$ cat config.mk
export PLATFORM = sky130hd
export DESIGN_NAME = tachometer_period_rpm_unit
export DESIGN_NICKNAME = d
export VERILOG_FILES = /design/src/tpr_pkg.sv /design/src/tpr_serial_mul.sv /design/src/tpr_serial_div.sv /design/src/tachometer_period_rpm_unit.sv
export SDC_FILE = /design/constraint.sdc
export NUM_CORES = 1
export LEC_CHECK = 0
export ABC_CLOCK_PERIOD_IN_PS = 6500
export CAP_MARGIN = 5
export CORE_MARGIN = 2
export CORE_UTILIZATION = 63
export DETAILED_ROUTE_END_ITERATION = 16
export DONT_BUFFER_PORTS = 1
export GPL_TIMING_DRIVEN = 0
export PLACE_DENSITY = 0.82
export SLEW_MARGIN = 10
export SYNTH_ARGS = -nofsm -noshare
export SYNTH_HDL_FRONTEND = slang
export SYNTH_SLANG_ARGS = --single-unit
export TNS_END_PERCENT = 100
$ cat constraint.sdc
create_clock -name clock -period 6.5 [get_ports clock]
set_clock_uncertainty 0.05 [all_clocks]
set_input_delay 0.975 -clock clock [delete_from_list [all_inputs] [get_ports clock]]
set_output_delay 0.975 -clock clock [all_outputs]
set_load 0.03 [all_outputs]
$ cat src/tpr_pkg.sv
// Shared types and constants for the period-measuring tachometer.
// No dependencies; imported by every module of the block.
`default_nettype none
package tpr_pkg;

   localparam int unsigned RPM_NUMERATOR = 60000;
   localparam int unsigned RPM_MAX       = 60000;
   localparam int unsigned RPM_W         = 16;
   localparam int unsigned TIMEOUT_W     = 16;
   localparam int unsigned CPR_W         = 5;
   localparam int unsigned CSR_IDX_W     = 1;
   localparam int unsigned CSR_DATA_W    = 16;
   localparam int unsigned REQ_DATA_W    = 8;
   localparam int unsigned RSP_DATA_W    = 40;
   localparam int unsigned EVENT_W       = 2;

   localparam logic [CSR_IDX_W-1:0] CSR_STOP_TIMEOUT = 1'b0;
   localparam logic [CSR_IDX_W-1:0] CSR_CHANGES_ROT  = 1'b1;

   localparam logic [TIMEOUT_W-1:0] STOP_TIMEOUT_RST = 16'd1500;
   localparam logic [CPR_W-1:0]     CPR_RST          = 5'd4;

   localparam logic [EVENT_W-1:0] EV_NONE    = 2'd0;
   localparam logic [EVENT_W-1:0] EV_STARTED = 2'd1;
   localparam logic [EVENT_W-1:0] EV_STOPPED = 2'd2;

   typedef enum logic [2:0] {
      ST_IDLE,
      ST_MUL,
      ST_DIV_RPM,
      ST_MEAN_START,
      ST_DIV_MEAN,
      ST_OUT
   } state_type;

endpackage
`default_nettype wire

$ cat src/tpr_serial_mul.sv
// Bit-serial shift-add multiplier: one multiplier bit per cycle.
// Depends on tpr_pkg for the multiplier width.
`default_nettype none
module tpr_serial_mul #(
   parameter int unsigned B_W = 16
) (
   input  wire                            clock,
   input  wire                            reset,
   input  wire                            start,
   input  wire [tpr_pkg::CPR_W-1:0]       a,
   input  wire [B_W-1:0]                  b,
   output logic [B_W+tpr_pkg::CPR_W-1:0]  product,
   output logic                           done
);
   import tpr_pkg::*;

   localparam int unsigned P_W   = B_W + CPR_W;
   localparam int unsigned CNT_W = $clog2(CPR_W + 1);

   logic [CPR_W-1:0] a_ff, a_in;
   logic [P_W-1:0]   b_ff, b_in;
   logic [P_W-1:0]   acc_ff, acc_in;
   logic [CNT_W-1:0] cnt_ff, cnt_in;
   logic             busy_ff, busy_in;
   logic             done_ff, done_in;

   always_comb begin
      a_in    = a_ff;
      b_in    = b_ff;
      acc_in  = acc_ff;
      cnt_in  = cnt_ff;
      busy_in = busy_ff;
      done_in = 1'b0;
      if (start) begin
         a_in    = a;
         b_in    = P_W'(b);
         acc_in  = '0;
         cnt_in  = CNT_W'(CPR_W);
         busy_in = 1'b1;
      end else if (busy_ff) begin
         if (a_ff[0]) begin
            acc_in = acc_ff + b_ff;
         end
         a_in   = a_ff >> 1;
         b_in   = b_ff << 1;
         cnt_in = cnt_ff - 1'b1;
         if (cnt_ff == CNT_W'(1)) begin
            busy_in = 1'b0;
            done_in = 1'b1;
         end
      end
   end

   always_ff @(posedge clock) begin
      if (reset) begin
         busy_ff <= 1'b0;
         done_ff <= 1'b0;
         cnt_ff  <= '0;
      end else begin
         busy_ff <= busy_in;
         done_ff <= done_in;
         cnt_ff  <= cnt_in;
      end
      a_ff   <= a_in;
      b_ff   <= b_in;
      acc_ff <= acc_in;
   end

   assign product = acc_ff;
   assign done    = done_ff;

endmodule
`default_nettype wire

$ cat src/tpr_serial_div.sv
// Restoring divider, one quotient bit per cycle, shared by rpm and mean.
// Depends on tpr_pkg (imported for consistency with the block).
`default_nettype none
module tpr_serial_div #(
   parameter int unsigned NUM_W = 19,
   parameter int unsigned DEN_W = 21
) (
   input  wire               clock,
   input  wire               reset,
   input  wire               start,
   input  wire [NUM_W-1:0]   numer,
   input  wire [DEN_W-1:0]   denom,
   output logic [NUM_W-1:0]  quotient,
   output logic              done
);
   import tpr_pkg::*;

   localparam int unsigned REM_W = DEN_W + 1;
   localparam int unsigned CNT_W = $clog2(NUM_W + 1);

   logic [NUM_W-1:0] num_ff, num_in;
   logic [REM_W-1:0] rem_ff, rem_in;
   logic [DEN_W-1:0] den_ff, den_in;
   logic [CNT_W-1:0] cnt_ff, cnt_in;
   logic             busy_ff, busy_in;
   logic             done_ff, done_in;
   logic [REM_W-1:0] shifted;
   logic [REM_W-1:0] diff;
   logic             ge;

   assign shifted = {rem_ff[REM_W-2:0], num_ff[NUM_W-1]};
   assign ge      = shifted >= {1'b0, den_ff};
   assign diff    = shifted - {1'b0, den_ff};

   always_comb begin
      num_in  = num_ff;
      rem_in  = rem_ff;
      den_in  = den_ff;
      cnt_in  = cnt_ff;
      busy_in = busy_ff;
      done_in = 1'b0;
      if (start) begin
         num_in  = numer;
         rem_in  = '0;
         den_in  = denom;
         cnt_in  = CNT_W'(NUM_W);
         busy_in = 1'b1;
      end else if (busy_ff) begin
         rem_in = ge ? diff : shifted;
         num_in = {num_ff[NUM_W-2:0], ge};
         cnt_in = cnt_ff - 1'b1;
         if (cnt_ff == CNT_W'(1)) begin
            busy_in = 1'b0;
            done_in = 1'b1;
         end
      end
   end

   always_ff @(posedge clock) begin
      if (reset) begin
         busy_ff <= 1'b0;
         done_ff <= 1'b0;
         cnt_ff  <= '0;
      end else begin
         busy_ff <= busy_in;
         done_ff <= done_in;
         cnt_ff  <= cnt_in;
      end
      num_ff <= num_in;
      rem_ff <= rem_in;
      den_ff <= den_in;
   end

   assign quotient = num_ff;
   assign done     = done_ff;

endmodule
`default_nettype wire

$ cat src/tachometer_period_rpm_unit.sv
// Period-measuring tachometer: tick sequencer, rpm window and result register.
// Depends on tpr_pkg, tpr_serial_mul and tpr_serial_div.
// A tick without a speed update goes from ST_IDLE to ST_OUT, which registers the result and raises
// rsp_tvalid. A speed update runs ST_MUL, ST_DIV_RPM, ST_MEAN_START and ST_DIV_MEAN first: a
// multiply and two divisions with an S-bit quotient (S = window sum width, 19 by default).
// The next tick is taken only once ST_OUT has returned to ST_IDLE; a second
// result held back by rsp stalls req. Synchronous reset returns all registers but rsp_data to reset values.
`default_nettype none
module tachometer_period_rpm_unit #(
   parameter int unsigned WINDOW     = 5,
   parameter int unsigned TIME_WIDTH = 16
) (
   input  wire                               clock,
   input  wire                               reset,
   input  wire                               req_tvalid,
   output logic                              req_tready,
   input  wire [tpr_pkg::REQ_DATA_W-1:0]     req_tdata,   // [0] pin_level
   output logic                              rsp_tvalid,
   input  wire                               rsp_tready,
   output logic [tpr_pkg::RSP_DATA_W-1:0]    rsp_tdata,   // [15:0] rpm_now, [31:16] rpm_mean,
                                                          // [32] moving, [34:33] event_code
   input  wire                               csr_wen,
   input  wire [tpr_pkg::CSR_IDX_W-1:0]      csr_index,
   input  wire [tpr_pkg::CSR_DATA_W-1:0]     csr_wdata
);
   import tpr_pkg::*;

   localparam int unsigned SUM_W  = $clog2(WINDOW * RPM_MAX + 1);
   localparam int unsigned DEN_W  = TIME_WIDTH + CPR_W;
   localparam int unsigned SLOT_W = (WINDOW > 1) ? $clog2(WINDOW) : 1;
   localparam int unsigned CMP_W  = (TIME_WIDTH > TIMEOUT_W) ? TIME_WIDTH : TIMEOUT_W;

   state_type              state_ff, state_in;
   logic [TIMEOUT_W-1:0]   timeout_ff, timeout_in;
   logic [CPR_W-1:0]       cpr_ff, cpr_in;
   logic                   prev_ff, prev_in;
   logic [TIME_WIDTH-1:0]  elapsed_ff, elapsed_in;
   logic                   rot_ff, rot_in;
   logic [RPM_W-1:0]       rpm_ff, rpm_in;
   logic [RPM_W-1:0]       win_ff [WINDOW];
   logic [RPM_W-1:0]       win_in [WINDOW];
   logic [SLOT_W-1:0]      slot_ff, slot_in;
   logic [SUM_W-1:0]       sum_ff, sum_in;
   logic [RPM_W-1:0]       mean_ff, mean_in;
   logic [EVENT_W-1:0]     event_ff, event_in;
   logic                   rsp_valid_ff, rsp_valid_in;
   logic [RSP_DATA_W-1:0]  rsp_data_ff, rsp_data_in;

   logic                   req_xfer;
   logic                   level;
   logic                   change;
   logic [TIME_WIDTH-1:0]  elapsed_inc;
   logic                   timed_out;
   logic [CPR_W-1:0]       cpr_eff;
   logic                   mul_start;
   logic                   mul_done;
   logic [DEN_W-1:0]       mul_product;
   logic                   div_start;
   logic                   div_done;
   logic [SUM_W-1:0]       div_numer;
   logic [DEN_W-1:0]       div_denom;
   logic [SUM_W-1:0]       div_quot;
   logic [RPM_W-1:0]       rpm_new;

   assign req_tready  = (state_ff == ST_IDLE);
   assign req_xfer    = req_tvalid && req_tready;
   assign level       = req_tdata[0];
   assign change      = level != prev_ff;
   assign elapsed_inc = (elapsed_ff == '1) ? elapsed_ff : elapsed_ff + 1'b1;
   assign timed_out   = CMP_W'(elapsed_inc) >= CMP_W'(timeout_ff);
   assign cpr_eff     = (cpr_ff == '0) ? CPR_W'(1) : cpr_ff;
   assign rpm_new     = div_quot[RPM_W-1:0];

   tpr_serial_mul #(
      .B_W(TIME_WIDTH)
   ) u_mul (
      .clock  (clock),
      .reset  (reset),
      .start  (mul_start),
      .a      (cpr_eff),
      .b      (elapsed_inc),
      .product(mul_product),
      .done   (mul_done)
   );

   tpr_serial_div #(
      .NUM_W(SUM_W),
      .DEN_W(DEN_W)
   ) u_div (
      .clock   (clock),
      .reset   (reset),
      .start   (div_start),
      .numer   (div_numer),
      .denom   (div_denom),
      .quotient(div_quot),
      .done    (div_done)
   );

   always_comb begin
      state_in     = state_ff;
      timeout_in   = timeout_ff;
      cpr_in       = cpr_ff;
      prev_in      = prev_ff;
      elapsed_in   = elapsed_ff;
      rot_in       = rot_ff;
      rpm_in       = rpm_ff;
      win_in       = win_ff;
      slot_in      = slot_ff;
      sum_in       = sum_ff;
      mean_in      = mean_ff;
      event_in     = event_ff;
      rsp_valid_in = rsp_valid_ff;
      rsp_data_in  = rsp_data_ff;
      mul_start    = 1'b0;
      div_start    = 1'b0;
      div_numer    = SUM_W'(RPM_NUMERATOR);
      div_denom    = mul_product;

      if (rsp_valid_ff && rsp_tready) begin
         rsp_valid_in = 1'b0;
      end

      if (csr_wen) begin
         case (csr_index)
            CSR_STOP_TIMEOUT: timeout_in = csr_wdata;
            CSR_CHANGES_ROT:  cpr_in     = csr_wdata[CPR_W-1:0];
            default:          ;
         endcase
      end

      case (state_ff)
         ST_IDLE: begin
            if (req_xfer) begin
               event_in   = EV_NONE;
               elapsed_in = elapsed_inc;
               state_in   = ST_OUT;
               if (change) begin
                  rot_in     = 1'b1;
                  elapsed_in = '0;
                  prev_in    = level;
                  if (rot_ff) begin
                     mul_start = 1'b1;
                     state_in  = ST_MUL;
                  end else begin
                     event_in = EV_STARTED;
                  end
               end else if (rot_ff && timed_out) begin
                  event_in = EV_STOPPED;
                  rot_in   = 1'b0;
                  rpm_in   = '0;
                  for (int i = 0; i < WINDOW; i++) begin
                     win_in[i] = '0;
                  end
                  slot_in = '0;
                  sum_in  = '0;
                  mean_in = '0;
               end
            end
         end
         ST_MUL: begin
            if (mul_done) begin
               div_start = 1'b1;
               state_in  = ST_DIV_RPM;
            end
         end
         ST_DIV_RPM: begin
            if (div_done) begin
               rpm_in          = rpm_new;
               win_in[slot_ff] = rpm_new;
               sum_in          = sum_ff - SUM_W'(win_ff[slot_ff]) + SUM_W'(rpm_new);
               slot_in         = (slot_ff == SLOT_W'(WINDOW - 1)) ? '0 : slot_ff + 1'b1;
               state_in        = ST_MEAN_START;
            end
         end
         ST_MEAN_START: begin
            div_numer = sum_ff;
            div_denom = DEN_W'(WINDOW);
            div_start = 1'b1;
            state_in  = ST_DIV_MEAN;
         end
         ST_DIV_MEAN: begin
            if (div_done) begin
               mean_in  = div_quot[RPM_W-1:0];
               state_in = ST_OUT;
            end
         end
         ST_OUT: begin
            if (!rsp_valid_ff || rsp_tready) begin
               rsp_valid_in = 1'b1;
               rsp_data_in  = {5'd0, event_ff, rot_ff, mean_ff, rpm_ff};
               state_in     = ST_IDLE;
            end
         end
         default: state_in = ST_IDLE;
      endcase
   end

   always_ff @(posedge clock) begin
      if (reset) begin
         state_ff     <= ST_IDLE;
         timeout_ff   <= STOP_TIMEOUT_RST;
         cpr_ff       <= CPR_RST;
         prev_ff      <= 1'b0;
         elapsed_ff   <= '0;
         rot_ff       <= 1'b0;
         rpm_ff       <= '0;
         for (int i = 0; i < WINDOW; i++) begin
            win_ff[i] <= '0;
         end
         slot_ff      <= '0;
         sum_ff       <= '0;
         mean_ff      <= '0;
         event_ff     <= EV_NONE;
         rsp_valid_ff <= 1'b0;
      end else begin
         state_ff     <= state_in;
         timeout_ff   <= timeout_in;
         cpr_ff       <= cpr_in;
         prev_ff      <= prev_in;
         elapsed_ff   <= elapsed_in;
         rot_ff       <= rot_in;
         rpm_ff       <= rpm_in;
         win_ff       <= win_in;
         slot_ff      <= slot_in;
         sum_ff       <= sum_in;
         mean_ff      <= mean_in;
         event_ff     <= event_in;
         rsp_valid_ff <= rsp_valid_in;
      end
      rsp_data_ff <= rsp_data_in;
   end

   assign rsp_tvalid = rsp_valid_ff;
   assign rsp_tdata  = rsp_data_ff;

   a_slot_range: assert property (@(posedge clock) disable iff (reset)
      slot_ff <= SLOT_W'(WINDOW - 1))
      else $error("window slot out of range");

   a_stop_clears: assert property (@(posedge clock) disable iff (reset)
      rsp_tvalid && (rsp_tdata[34:33] == EV_STOPPED) |->
         !rsp_tdata[32] && (rsp_tdata[15:0] == '0) && (rsp_tdata[31:16] == '0))
      else $error("stop transfer with live speed");

   a_start_moving: assert property (@(posedge clock) disable iff (reset)
      rsp_tvalid && (rsp_tdata[34:33] == EV_STARTED) |-> rsp_tdata[32])
      else $error("start transfer without moving flag");

   a_mean_bound: assert property (@(posedge clock) disable iff (reset)
      rsp_tvalid |-> (rsp_tdata[31:16] <= 16'(RPM_MAX)))
      else $error("mean above full scale");

   a_div_when_waiting: assert property (@(posedge clock) disable iff (reset)
      div_done |-> (state_ff == ST_DIV_RPM) || (state_ff == ST_DIV_MEAN))
      else $error("divider finished outside a divide state");

endmodule
`default_nettype wire
==> Word-level counts from Yosys, hierarchy flattened <==
Cells that the tools add are included.
{ "op_classes": {"n_mux": 73, "bitwise_logic": 4, "div": 0, "addsub": 8, "multipliers": 0, "n_reduce_logical": 27, "shifts": 0, "n_lt_le_gt_ge": 4, "n_eq_ne": 17} }
{ "ops": {"columns": ["cell", "count"], "rows": [
  ["2-to-1 mux 80 bit", 4],
  ["2-to-1 mux 16 bit", 11],
  ["case mux 80 bit (2 select lines)", 1],
  ["2-to-1 mux 19 bit", 7],
  ["bitwise mux 80 bit", 1],
  ["case mux 16 bit (2 select lines)", 2],
  ["binary-select mux 16 bit (select 3 bit)", 1],
  ["demux 16 bit (select 3 bit)", 1],
  ["2-to-1 mux 3 bit", 14],
  ["case mux 19 bit (2 select lines)", 1],
  ["2-to-1 mux 5 bit", 5],
  ["greater-or-equal comparator 22 x 21 -> 1 bit", 1],
  ["adder 21 bit", 1],
  ["2-to-1 mux 21 bit", 1],
  ["subtractor 21 bit", 1],
  ["adder 19 x 16 -> 19 bit", 1],
  ["2-to-1 mux 1 bit", 19],
  ["subtractor 19 x 16 -> 19 bit", 1],
  ["case mux 3 bit (6 select lines)", 1],
  ["adder 16 x 1 -> 16 bit (second input constant)", 1],
  ["== test 16 bit (second input constant)", 1],
  ["greater-or-equal comparator 16 bit", 1],
  ["AND reduction 5 bit", 3],
  ["!= test 2 x 1 -> 1 bit (second input constant)", 5],
  ["other kinds (26)", 48]
]} }
{ "word_totals": {"memories": 0, "elab_cells": 166, "rom_bits": 0, "latchBits": 0, "input_bits": 30, "reg_bits": 334, "mem_bits_rw": 0} }

==> Depth between registers and ports, before layout <==
Gate-level depths: netlist (run 1).
{ "logic_depth": {"word_depth": 8, "mapped_depth": 20, "ltp_nobuf": 18} }

==> Hierarchy <==
A second synthesis (run 1) with hierarchy kept.
{ "unflattened": {"cells_unflattened": 1848, "area_unflattened_um2": 17538.1} }
{ "by_module_without_submodules": {"columns": ["mod", "cells_each", "instances", "area_each_um2"], "rows": [
  ["tachometer_period_rpm_unit", 1168, 1, 10580.1],
  ["tpr_serial_div", 384, 1, 3963.8],
  ["tpr_serial_mul", 296, 1, 2994.1]
]} }

==> Worst setup path before layout (run 1) <==
OpenSTA, ideal clock, no wires.
{ "synth_path": {"path_type": "register -> register", "start": "reg elapsed_ff[0]", "end": "reg win_ff[15] (netlist bit)", "n_path_buf": 2, "setup_slack_ns": 2.019, "path_stages_with_launch": 20, "setup_ns": 0.059, "required_time_ns": 6.391, "arrival_time_ns": 4.372, "cell_sequence": "dfxtp_1 > ha_1 > nand2_1 > or4_4 > or3_1 > buf_6 > nor2b_4 > and2_4 > xor2_1 > ha_1 > a21o_1 > a21o_1 > a221o_1 > a211oi_1 > o41a_1 > a21o_1 > nor2_1 > nor2_2 > buf_2 > a22o_1"} }
{ "synth_via": {"elab_chain_cells": 6, "word_cells_on_any_way": 7} }
{ "synth_lines": {"columns": ["element", "line", "text"], "rows": [
  ["start: declaration", "tachometer_period_rpm_unit.sv:37", "logic [TIME_WIDTH-1:0] elapsed_ff, elapsed_in;"],
  ["start signal: assignment", "tachometer_period_rpm_unit.sv:220", "elapsed_ff <= elapsed_in;"],
  ["adder 16 x 1 -> 16 bit or == test 16 bit (tied branches)", "tachometer_period_rpm_unit.sv:69", "assign elapsed_inc = (elapsed_ff == '1) ? elapsed_ff : elapsed_ff + 1'b1;"],
  ["2-to-1 mux 16 bit *", "tachometer_period_rpm_unit.sv:69", null],
  ["greater-or-equal comparator 16 bit *", "tachometer_period_rpm_unit.sv:70", "assign timed_out = CMP_W'(elapsed_inc) >= CMP_W'(timeout_ff);"],
  ["logical AND 1 bit *", "tachometer_period_rpm_unit.sv:147", "end else if (rot_ff && timed_out) begin"],
  ["!= test 2 x 1 -> 1 bit (no source line) *", null, null],
  ["AND reduction 5 bit (no source line) *", null, null],
  ["end signal: assignment", "tachometer_period_rpm_unit.sv:223", "win_ff <= win_in;"],
  ["end: declaration", "tachometer_period_rpm_unit.sv:40", "logic [RPM_W-1:0] win_ff [WINDOW];"]
]} }
Mark *: on every way between the ends. The rest lies on a longest branch, timed or not.
A chain may end at the register's enable or synchronous reset.

==> Final worst setup path (run 1) <==
{ "layout_path": {"start": "reg elapsed_ff[0]", "end": "reg slot_ff[1]"} }
{ "layout_via": {"elab_chain_cells": 6, "word_cells_on_any_way": 7} }
{ "layout_lines": {"columns": ["element", "line", "text"], "rows": [
  ["adder 16 x 1 -> 16 bit or == test 16 bit (tied branches)", "tachometer_period_rpm_unit.sv:69", null],
  ["2-to-1 mux 16 bit *", "tachometer_period_rpm_unit.sv:69", null],
  ["greater-or-equal comparator 16 bit *", "tachometer_period_rpm_unit.sv:70", null],
  ["logical AND 1 bit *", "tachometer_period_rpm_unit.sv:147", null],
  ["!= test 2 x 1 -> 1 bit (no source line) *", null, null],
  ["AND reduction 5 bit (no source line) *", null, null],
  ["end signal: assignment", "tachometer_period_rpm_unit.sv:224", "slot_ff <= slot_in;"],
  ["end: declaration", "tachometer_period_rpm_unit.sv:42", "logic [SLOT_W-1:0] slot_ff, slot_in;"]
]} }
Marked as above.

==> results.json, run 1 <==
{
  "outcome": "finished clean",
  "clk_pin_slew_worst_paths_ns": 0.06,
  "path_max_fanout": 10,
  "drt_pass1_iterations": 7,
  "cts_tree": "done",
  "rows": 59,
  "cts_buffers": 36,
  "antenna_found_initial": 0,
  "synthFlopType": "dfxtp_1",
  "grt_pass1_vias": 13312,
  "io_buffer_count": 0,
  "finalHoldViolCount": 0,
  "hpwl_um": 29890,
  "ctsRootBufferMaster": "clkbuf_16",
  "synth_cell_types": 77,
  "cp.arrival_ns": 6.03,
  "die_h_um": 167.8,
  "vias": 13767,
  "setup_viol": 0,
  "slew_violations": 0,
  "rr_worst_depth": 18,
  "fp.dieW_um": 167.8,
  "syn2layout_area_growth_pct": 9.404,
  "antenna_cells": 0,
  "grt_use_total_pct": 28.96,
  "vdd_drop_max_uv": 212.3,
  "max_cap_violations": 0,
  "fmax_mhz": 177.1,
  "drive_gt1_share_pct": 5.432,
  "power_density_mw_per_mm2": 311.7,
  "rsz0062_at_grt": "no",
  "cts-htree-levels": 2,
  "synth_edf_count": 96,
  "postCtsSetupBuffers": 0,
  "postSynthAreaPerCell_sq_um": 9.249,
  "yosysSeqAreaShare_pct": 45.26,
  "p_leak_nw": 7.310,
  "drtIter0Drc": 1258,
  "fin_crit_sh_pct": 86.85,
  "fin_util_pct": 70.54,
  "finalWirelength_um": 41150,
  "initial_core_util_pct": 64.48,
  "end_kind": "flip-flop",
  "finalNetCount": 2001,
  "syn_inst": 1827,
  "hold_path.class": "flip-flop to flip-flop",
  "worstMarginPinSlew_ns": 1.128,
  "grt_pass1_wl_um": 66220,
  "clockBufferDepth": 3,
  "worstHoldPathCells": 0,
  "ctsHoldBuffers": 0,
  "layout_commonest_cell": "dfxtp_1",
  "reg2reg_to": "slot_ff[1]",
  "syn-cell-area_sq_mm": 0.01690,
  "synth_async_sr_flop_share_pct": 0,
  "reg2reg_from": "elapsed_ff[0]",
  "drcViolationCount": 0,
  "coreArea_sq_mm": 0.02621,
  "hp-start": "mean_ff[3]",
  "synth-seq-cells": 334,
  "antenna_left": 0,
  "cp.required_ns": 6.89,
  "startpoint_type": "flip-flop",
  "fin_tns_setup_ns": 0,
  "final_cell_mix": "dfxtp_1, nand2_1, nor2_1, a21oi_1, inv_1",
  "dieArea_sq_mm": 0.02815,
  "criticalPathCategory": "flip-flop to flip-flop",
  "clk_latency_ns": 0.53,
  "slew_headroom_pct": 24.14,
  "grt-ovfl-total": 0,
  "wl_per_cell_um": 18.45,
  "gp_congestion": 0.9264,
  "holdPathEnd": "rsp_tdata[19]",
  "post_cts_resized": 0,
  "finalCriticalPeriod_ns": 5.645,
  "vias_per_cell": 6.171,
  "top_level_ports": 72,
  "yosys_warnings": 0,
  "grt_max_degree": 33,
  "rrSetupSlack_ns": 0.85,
  "clock-sinks": 334
}
## critical path, stage by stage (launching register included)
cell and delay [ns]:
dfxtp_1 0.42, ha_1 0.25, nand2_1 0.11, or4_4 0.57, or3_1 0.40, buf_6 0.15
nor2b_4 0.15, and2_4 0.18, nor2b_1 0.16, xor2_1 0.25, ha_1 0.30, and4_1 0.21
a221o_1 0.33, a211oi_1 0.34, o41a_1 0.43, a21o_1 0.32, buf_1 0.61, nand2_1 0.14
a21oi_1 0.18
## synthesized netlist by cell type (3+ instances only)
library cell | instances | area, sq um
a21o_1 | 23 | 172.7
and3_1 | 16 | 100.1
o22ai_1 | 18 | 112.6
xor2_1 | 19 | 166.4
nand4_1 | 24 | 150.1
buf_4 | 7 | 52.55
nor4b_1 | 7 | 61.31
mux4_2 | 8 | 180.2
and2_1 | 26 | 162.7
o21ai_0 | 74 | 370.4
a21oi_1 | 145 | 725.7
nor3_1 | 27 | 135.1
buf_1 | 9 | 33.78
ha_1 | 83 | 1039
a211oi_1 | 11 | 82.58
or3_1 | 11 | 68.82
nand2_1 | 185 | 694.4
o211ai_1 | 5 | 37.54
a2111oi_0 | 4 | 35.03
fa_1 | 18 | 360.4
nand3_1 | 62 | 310.3
clkbuf_1 | 71 | 266.5
a21boi_0 | 5 | 37.54
nor2b_1 | 18 | 112.6
o21bai_1 | 6 | 45.04
a221o_1 | 4 | 40.04
dfxtp_1 | 238 | 4765
xnor2_1 | 31 | 271.5
nor2_1 | 155 | 581.8
or2_2 | 3 | 18.77
a31oi_1 | 13 | 81.33
o21a_1 | 12 | 90.09
inv_1 | 137 | 514.2
mux2_2 | 4 | 45.04
nor4_1 | 7 | 43.79
a21oi_2 | 6 | 52.55
o31ai_1 | 5 | 37.54
buf_2 | 10 | 50.05
a211o_1 | 11 | 96.34
a22oi_1 | 30 | 225.2
edfxtp_1 | 96 | 2883
mux2i_1 | 36 | 360.4
nand3b_1 | 3 | 22.52
a22o_1 | 84 | 735.7
nand2b_1 | 22 | 137.6
## power breakdown
| group | internal (W) | switching (W) |
|---|---|---|
| clock network | 0.00113 | 0.000821 |
| registers | 0.00235 | 0.000185 |
| logic | 0.000522 | 0.000758 |
## worst max path at each step
stage	startpoint	endpoint	depth (start not counted)
after floorplan	elapsed_ff[0]	win_ff[15]	19
after global placement	elapsed_ff[0]	slot_ff[1]	18
after detailed placement	elapsed_ff[0]	sum_ff[12]	18
after CTS	elapsed_ff[0]	slot_ff[1]	18
after global routing	elapsed_ff[0]	sum_ff[11]	18
final	elapsed_ff[0]	slot_ff[1]	18
## registers in the layout, summed over array words and instances (netlist names), 16 cells and up
register,flops
elapsed_ff,16
u_div.rem_ff,21
u_div.den_ff,21
rsp_tdata,35
win_ff,80
mean_ff,16
rpm_ff,16
sum_ff,19
u_mul.b_ff,21
timeout_ff,16
u_mul.product,21
u_div.quotient,19
## per-layer routing
layer / global-route usage (%) / share of wire, % / vias to the layer above
met5: 0 / 0 / -
met4: 9.905 / 2.1 / 0
met3: 6.394 / 8.8 / 84
met2: 46.66 / 45 / 579
met1: 38.91 / 44 / 6524
li1: - / - / 6580
## cell families after synthesis
| family | after synthesis | synth area share, % |
|---|---|---|
| DFF | 334 | 45.26 |
| and+or+nand+nor | 581 | 16.19 |
| xor gates and xnor gates | 50 | 2.592 |
| AOI/OAI and AO/OA | 476 | 18.67 |
| buffers and inverters | 236 | 5.516 |
| muxes | 48 | 3.465 |
| other | 1 | 0.02219 |
| adders and majority gates | 101 | 8.278 |
## metrics by stage
step	setup slack (ns)	hold slack, ns	total power (W)	area, sq um	cells
final	0.8549	0.3781	0.005762	18490	2231
after global routing	0.6898	0.3856	0.006029	18490	2231
after CTS	1.015	0.3779	0.005755	18490	2231
after detailed placement	1.098	0.3635	0.003818	17360	2167
after global placement	1.242	0.3623	0.003760	17330	2166
after floorplan	2.019	0.3581	0.003533	16910	1831
## cell type report
type	instances	area, sq um
Fill cell	1955	7720
Tap cell	335	419.2
Timing Repair Buffer	1	20.02
Clock inverter	11	68.82
Inverter	138	518.0
Clock buffer	53	1057
Buffer	98	415.4
Sequential cell	334	7647
Multi-Input combinational cell	1261	8341
Power figures use the tool's default switching activity.
==> inputs of run 2 (changes only) <==
Settings changed: ABC_CLOCK_PERIOD_IN_PS 6500 to 5800, SYNTH_HIERARCHICAL set to 1.
Clock period 6.5 ns to 5.8 ns, I/O delays scaled along.
==> run 2 against run 1 <==
Sequential power rose by 7%. Sequential cell count did not move. Total power rose by 8.7%. Maximum frequency rose by 7.0%. Synthesized cell count rose by 1.1%. Via count rose by 3.6%. Sequential share of layout area fell by 1.8 points. Die area rose by 3.7%. Final cell count rose by 3.0%. Utilization fell by 0.61 points. Setup slack got worse by 0.33 ns. Non-clock buffer count rose by 12. Critical path type unchanged. Critical endpoint is now sum_ff[18].
==> results.json, run 2 <==
{
  "criticalPathCategory": "flip-flop to flip-flop",
  "coreArea_sq_mm": 0.02763,
  "grt_max_degree": 27,
  "path_max_fanout": 10,
  "vdd_drop_max_uv": 247.8,
  "slew_violations": 0,
  "drt_pass1_iterations": 6,
  "startpoint_type": "flip-flop",
  "syn2layout_area_growth_pct": 10.17,
  "post_cts_resized": 0,
  "die_h_um": 170.8,
  "max_stage_delay_ns": 0.62,
  "pwr-share-comb_pct": 18.8,
  "synth_common_cells": "dfxtp_1, nand2_1, a21oi_1",
  "rr_worst_depth": 17,
  "hold_path.class": "primary input to flip-flop",
  "max_cap_violations": 0,
  "gp_congestion": 0.9409,
  "postCtsSetupBuffers": 0,
  "rsz0062_at_grt": "no",
  "internal_power_w": 0.004491,
  "wl_per_cell_um": 19.16,
  "clk_pin_slew_worst_paths_ns": 0.06,
  "cts_tree": "done",
  "power_density_mw_per_mm2": 324.2,
  "layout_commonest_cell": "dfxtp_1",
  "clock-sinks": 334,
  "synth_async_sr_flop_share_pct": 0,
  "largest_reg_flops": 80,
  "regMostFlops": "win_ff",
  "cts_buffers": 37,
  "p_switching_w": 0.001773,
  "initial_core_util_pct": 63.48,
  "drtIter0Drc": 1475,
  "top_level_ports": 72,
  "cp-endpoint": "sum_ff[18]",
  "grt_use_total_pct": 30.36,
  "p_clk_share_pct": 37.9,
  "dieArea_sq_mm": 0.02919,
  "vias_per_cell": 6.204,
  "vias": 14256,
  "synth_top_area_cell": "dfxtp_1",
  "synth_edf_count": 96,
  "postSynthAreaPerCell_sq_um": 9.490,
  "ctsRootBufferMaster": "clkbuf_16",
  "fillCellCount": 2134,
  "finalNetCount": 2024,
  "p_leak_nw": 7.427,
  "yosys_warnings": 6,
  "layoutNonFillerInstCount": 2298,
  "antenna_cells": 0,
  "antenna_left": 0,
  "setup_viol": 0,
  "clockBufferDepth": 3,
  "outcome": "finished clean",
  "finalCriticalPeriod_ns": 5.274,
  "syn_inst": 1848,
  "grt_pass1_wl_um": 70310,
  "cp.arrival_ns": 5.63,
  "yosys-top-cells-area": "dfxtp_1, edfxtp_1, ha_1",
  "holdWs_ns": 0.3664,
  "yosysMostFrequentCell": "dfxtp_1",
  "grt_pass1_vias": 13381,
  "end_kind": "flip-flop",
  "clk_latency_ns": 0.52,
  "slew_headroom_pct": 31.91,
  "power_switching_share_pct": 28.30,
  "top_regs": "win_ff: 80 flops, rsp_tdata: 35 flops",
  "drcViolationCount": 0,
  "dp.cells": 2232,
  "synth_top_area_share_pct": 27.17,
  "drive_gt1_share_pct": 9.896,
  "ctsHoldBuffers": 0,
  "fin_util_pct": 69.93,
  "fin_crit_sh_pct": 90.94,
  "seqPwrFrac_pct": 43.3,
  "fin_tns_setup_ns": 0,
  "grt-ovfl-total": 0,
  "rrSetupSlack_ns": 0.53,
  "io_buffer_count": 0,
  "critPathLaunch": "slot_ff[0]",
  "reg2reg_from": "slot_ff[0]",
  "worstMarginPinSlew_ns": 1.014,
  "finalHoldViolCount": 0,
  "synthFlopType": "dfxtp_1",
  "crit_chain": "buf_1 -> buf_2 -> mux4_2 -> inv_1 -> o21ai_0 -> fa_1 -> inv_1 -> ha_1 -> clkbuf_1 -> a21o_1 -> a311oi_1 -> o21a_1 -> o21ai_0 -> a31oi_1 -> o221ai_1 -> and3_1 -> a211o_1",
  "cp_slowest_cell": "buf_1",
  "syn-cell-area_sq_mm": 0.01754,
  "synth-seq-cells": 334,
  "antenna_found_initial": 0,
  "fmax_mhz": 189.6,
  "synth_cell_types": 98,
  "rows": 61,
  "cp.required_ns": 6.16,
  "finalWirelength_um": 44030,
  "reg2reg_to": "sum_ff[18]",
  "fp.dieW_um": 170.8,
  "yosysSeqAreaShare_pct": 43.60,
  "final_cell_mix": "dfxtp_1, nand2_1, a21oi_1, inv_1, nor2_1",
  "cts-htree-levels": 2,
  "hpwl_um": 32300
}
-- run 2: cell count changes in the layout (fill, tap and decap cells not counted), sizes merged, moves of 12 or more --
cell     before  now
o22ai        18    1
a22o         84   66
o2bb2ai       0   18
a22oi        30    9
or3          11   27
buf          28   43
mux2          4   41
nor2        156  121
nor2b        19    7
mux2i        36   15
nand4        24   10
-- run 2: worst min path at each step --
| stage | endpoint | slack [ns] | start | cells after the start |
|---|---|---|---|---|
| floorplan | rsp_tdata[0] | 0.36 | rpm_ff[0] | 0 |
| global placement | rsp_tdata[26] | 0.36 | mean_ff[10] | 0 |
| detailed placement | rsp_tdata[3] | 0.37 | rpm_ff[3] | 0 |
| CTS | u_div/cnt_ff[1] | 0.36 | reset | 1 |
| global route | u_mul/cnt_ff[2] | 0.36 | reset | 1 |
| finish | u_div/cnt_ff[4] | 0.37 | reset | 1 |
-- run 2: layout make-up --
cell class                 instances  area, sq um  area share [%]
clock buffer                      56         1154           5.971
timing repair buffer               2        27.53          0.1425
clock inverter                    10        96.34          0.4986
buffer                           109        530.5           2.746
tap                              378        473.0           2.448
inverter                         142        533.0           2.759
multi-input combinational       1267         8860           45.86
sequential                       334         7647           39.58
-- run 2: layer usage --
layer  wire, um  vias to the layer above  global-route usage [%]
li1           -                     6680                       -
met1      19170                     6779                   43.97
met5          0                        -                       0
met2      19480                      719                   46.95
met3       4308                       78                   4.835
met4       1071                        0                   9.469
-- run 2: power by group through the flow --
stage | sequential, W | combinational [W] | clock (W)
2_1_floorplan | 0.00271 | 0.000942 | 0
3_3_place_gp | 0.00276 | 0.00111 | 0
3_5_place_dp | 0.00276 | 0.00115 | 0
4_1_cts | 0.00271 | 0.00116 | 0.00240
5_1_grt | 0.00273 | 0.00131 | 0.00248
6_report | 0.00271 | 0.00118 | 0.00237
-- run 2: logic make-up (layout without fill, tap and decap cells) --
kind of cell	after synthesis	after routing	share of synthesized area, %
buffers and inverters	251	319	6.064
DFF	334	334	43.60
xor gates and xnor gates	56	56	2.797
muxes	72	72	5.543
AOI/OAI and AO/OA	480	480	18.84
adders and majority gates	101	101	7.976
other	1	5	0.02138
and+or+nand+nor	553	553	15.15
-- run 2: critical path, delay by kind of cell, from the launching register on --
kind / cells / cell delay (ns)
DFF: 1 / 0.41
adders and majority gates: 2 / 0.83
muxes: 1 / 0.54
buffers and inverters: 5 / 1.39
and+or+nand+nor: 1 / 0.22
AOI/OAI and AO/OA: 8 / 1.72
-- run 2: stage by stage --
| stage | power, W | setup WS (ns) | cell area, sq um |
|---|---|---|---|
| after floorplan | 0.003651 | 1.363 | 17550 |
| after global placement | 0.003865 | 0.6790 | 18030 |
| after detailed placement | 0.003909 | 0.6374 | 18070 |
| after CTS | 0.006270 | 0.5896 | 19320 |
| after global routing | 0.006521 | 0.2493 | 19320 |
| final | 0.006264 | 0.5256 | 19320 |
==> inputs of run 3 (changes only) <==
Settings changed: PLACE_DENSITY 0.82 to 0.88.
==> run 3 against run 2 <==
Worst hold slack improved by 0.0094 ns. Final area decreased by 0.67%. Non-clock buffer count increased by 1. Largest power group unchanged.
==> results.json, run 3 (synthesis results as in run 2) <==
{
  "ctsHoldBuffers": 0,
  "fmax_mhz": 191.4,
  "grt_max_degree": 28,
  "hold_path.class": "primary input to flip-flop",
  "cts_buffers": 34,
  "clk_latency_ns": 0.52,
  "hpwl_um": 32220,
  "internal_power_w": 0.004323,
  "largest_reg_flops": 80,
  "power_density_mw_per_mm2": 317.6,
  "wl_per_cell_um": 19.57,
  "startpoint_type": "flip-flop",
  "rrSetupSlack_ns": 0.57,
  "antenna_cells": 0,
  "reg2reg_from": "slot_ff[0]",
  "clk_pin_slew_worst_paths_ns": 0.07,
  "top_level_ports": 72,
  "finalCriticalPeriod_ns": 5.226,
  "final_cell_mix": "dfxtp_1, nand2_1, a21oi_1, inv_1, nor2_1",
  "clockBufferDepth": 3,
  "cp.arrival_ns": 5.58,
  "clock-sinks": 334,
  "coreArea_sq_mm": 0.02763,
  "fin_total_pwr_w": 0.006095,
  "drtIter0Drc": 1719,
  "p_clk_share_pct": 35.7,
  "cts-htree-levels": 2,
  "cp-endpoint": "sum_ff[18]",
  "top_regs": "win_ff: 80 flops, rsp_tdata: 35 flops",
  "power_switching_share_pct": 29.07,
  "slew_violations": 0,
  "setup_viol": 0,
  "cts_tree": "done",
  "regMostFlops": "win_ff",
  "antenna_found_initial": 0,
  "drcViolationCount": 0,
  "worstMarginPinSlew_ns": 0.9380,
  "finalNetCount": 2022,
  "grt-ovfl-total": 0,
  "max_cap_violations": 0,
  "max_stage_delay_ns": 0.60,
  "criticalPathCategory": "flip-flop to flip-flop",
  "postCtsSetupBuffers": 0,
  "p_switching_w": 0.001772,
  "finalHoldViolCount": 0,
  "vias_per_cell": 6.337,
  "fin_tns_setup_ns": 0,
  "slew_headroom_pct": 37.13,
  "end_kind": "flip-flop",
  "pwr-share-comb_pct": 19.7,
  "critPathLaunch": "slot_ff[0]",
  "cp.required_ns": 6.16,
  "drt_pass1_iterations": 7,
  "path_max_fanout": 10,
  "cp_slowest_cell": "buf_1",
  "outcome": "finished clean",
  "rows": 61,
  "p_leak_nw": 7.382,
  "worstHoldPathCells": 1,
  "grt_pass1_wl_um": 70250,
  "rsz0062_at_grt": "no",
  "crit_chain": "buf_1 -> buf_2 -> mux4_2 -> inv_1 -> o21ai_0 -> fa_1 -> inv_1 -> ha_1 -> clkbuf_1 -> a21o_1 -> a311oi_1 -> o21a_1 -> o21ai_0 -> a31oi_1 -> o221ai_1 -> and3_1 -> a211o_1",
  "io_buffer_count": 0,
  "layout_commonest_cell": "dfxtp_1",
  "vias": 14537,
  "reg2reg_to": "sum_ff[18]",
  "fp.dieW_um": 170.8,
  "dieArea_sq_mm": 0.02919,
  "syn2layout_area_growth_pct": 9.424,
  "gp_congestion": 0.9298,
  "die_h_um": 170.8,
  "grt_use_total_pct": 30.36,
  "post_cts_resized": 0,
  "fin_crit_sh_pct": 90.10,
  "initial_core_util_pct": 63.48,
  "grt_pass1_vias": 13648,
  "seqPwrFrac_pct": 44.6,
  "vdd_drop_max_uv": 252.1,
  "drive_gt1_share_pct": 9.916,
  "finalWirelength_um": 44890,
  "antenna_left": 0,
  "rr_worst_depth": 17,
  "ctsRootBufferMaster": "clkbuf_16"
}
## run 3: cell count changes in the layout (fill, tap and decap cells not counted), sizes merged
cell	change
clkbuf	-12
inv	-1
clkinv	+9
buf	+1
clkinvlp	-1
## run 3: worst min-delay path by stage
stage	from	to
6_report	reset	u_div/busy_ff
3_3_place_gp	mean_ff[9]	rsp_tdata[25]
5_1_grt	reset	u_div/busy_ff
2_1_floorplan	rpm_ff[0]	rsp_tdata[0]
3_5_place_dp	mean_ff[11]	rsp_tdata[27]
4_1_cts	reset	u_div/busy_ff
## run 3: per-stage QoR
| stage | hold WS, ns | setup slack [ns] | area (sq um) | instances | util, % |
|---|---|---|---|---|---|
| after floorplan | 0.3581 | 1.363 | 17550 | 1852 | - |
| after global placement | 0.3654 | 0.7723 | 18030 | 2230 | 65.24 |
| after detailed placement | 0.3674 | 0.7231 | 18080 | 2233 | 65.43 |
| after CTS | 0.3668 | 0.6346 | 19190 | 2294 | 69.46 |
| after global routing | 0.3656 | 0.2852 | 19190 | 2294 | 69.46 |
| final | 0.3759 | 0.5742 | 19190 | 2294 | 69.46 |
## run 3: power groups by stage
stage,clock network (W),logic [W],registers [W]
after floorplan,0,0.000942,0.00271
after global placement,0,0.00110,0.00275
final,0.00218,0.00120,0.00272
after global routing,0.00228,0.00131,0.00273
after CTS,0.00219,0.00117,0.00271
after detailed placement,0,0.00115,0.00276
## run 3: routing by layer
metal	track usage [%]	vias to the layer above	wire length, um
met5	0	-	0
met4	9.617	0	1298
met3	6.361	128	4931
met2	49.08	835	20280
met1	41.09	6907	18380
li1	-	6667	-
## run 3: layout make-up
| type | instances | area (sq um) |
|---|---|---|
| clock buffers | 44 | 992.2 |
| fillers | 2019 | 8438 |
| multi-input cells | 1267 | 8860 |
| repair buffers | 3 | 35.03 |
| inverters | 142 | 533.0 |
| clock inverters | 17 | 120.1 |
| well taps | 378 | 473.0 |
| flip-flops and latches | 334 | 7647 |
| plain buffers | 109 | 530.5 |
## run 3: worst max-delay path, delay by kind of cell, from the launching register on
family | cells | cell delay (ns)
AO/OA/AOI/OAI | 8 | 1.70
buffers and inverters | 5 | 1.38
adder cells (fa/ha/maj) | 2 | 0.80
multiplexers | 1 | 0.54
flip-flops | 1 | 0.42
AND/OR/NAND/NOR | 1 | 0.21
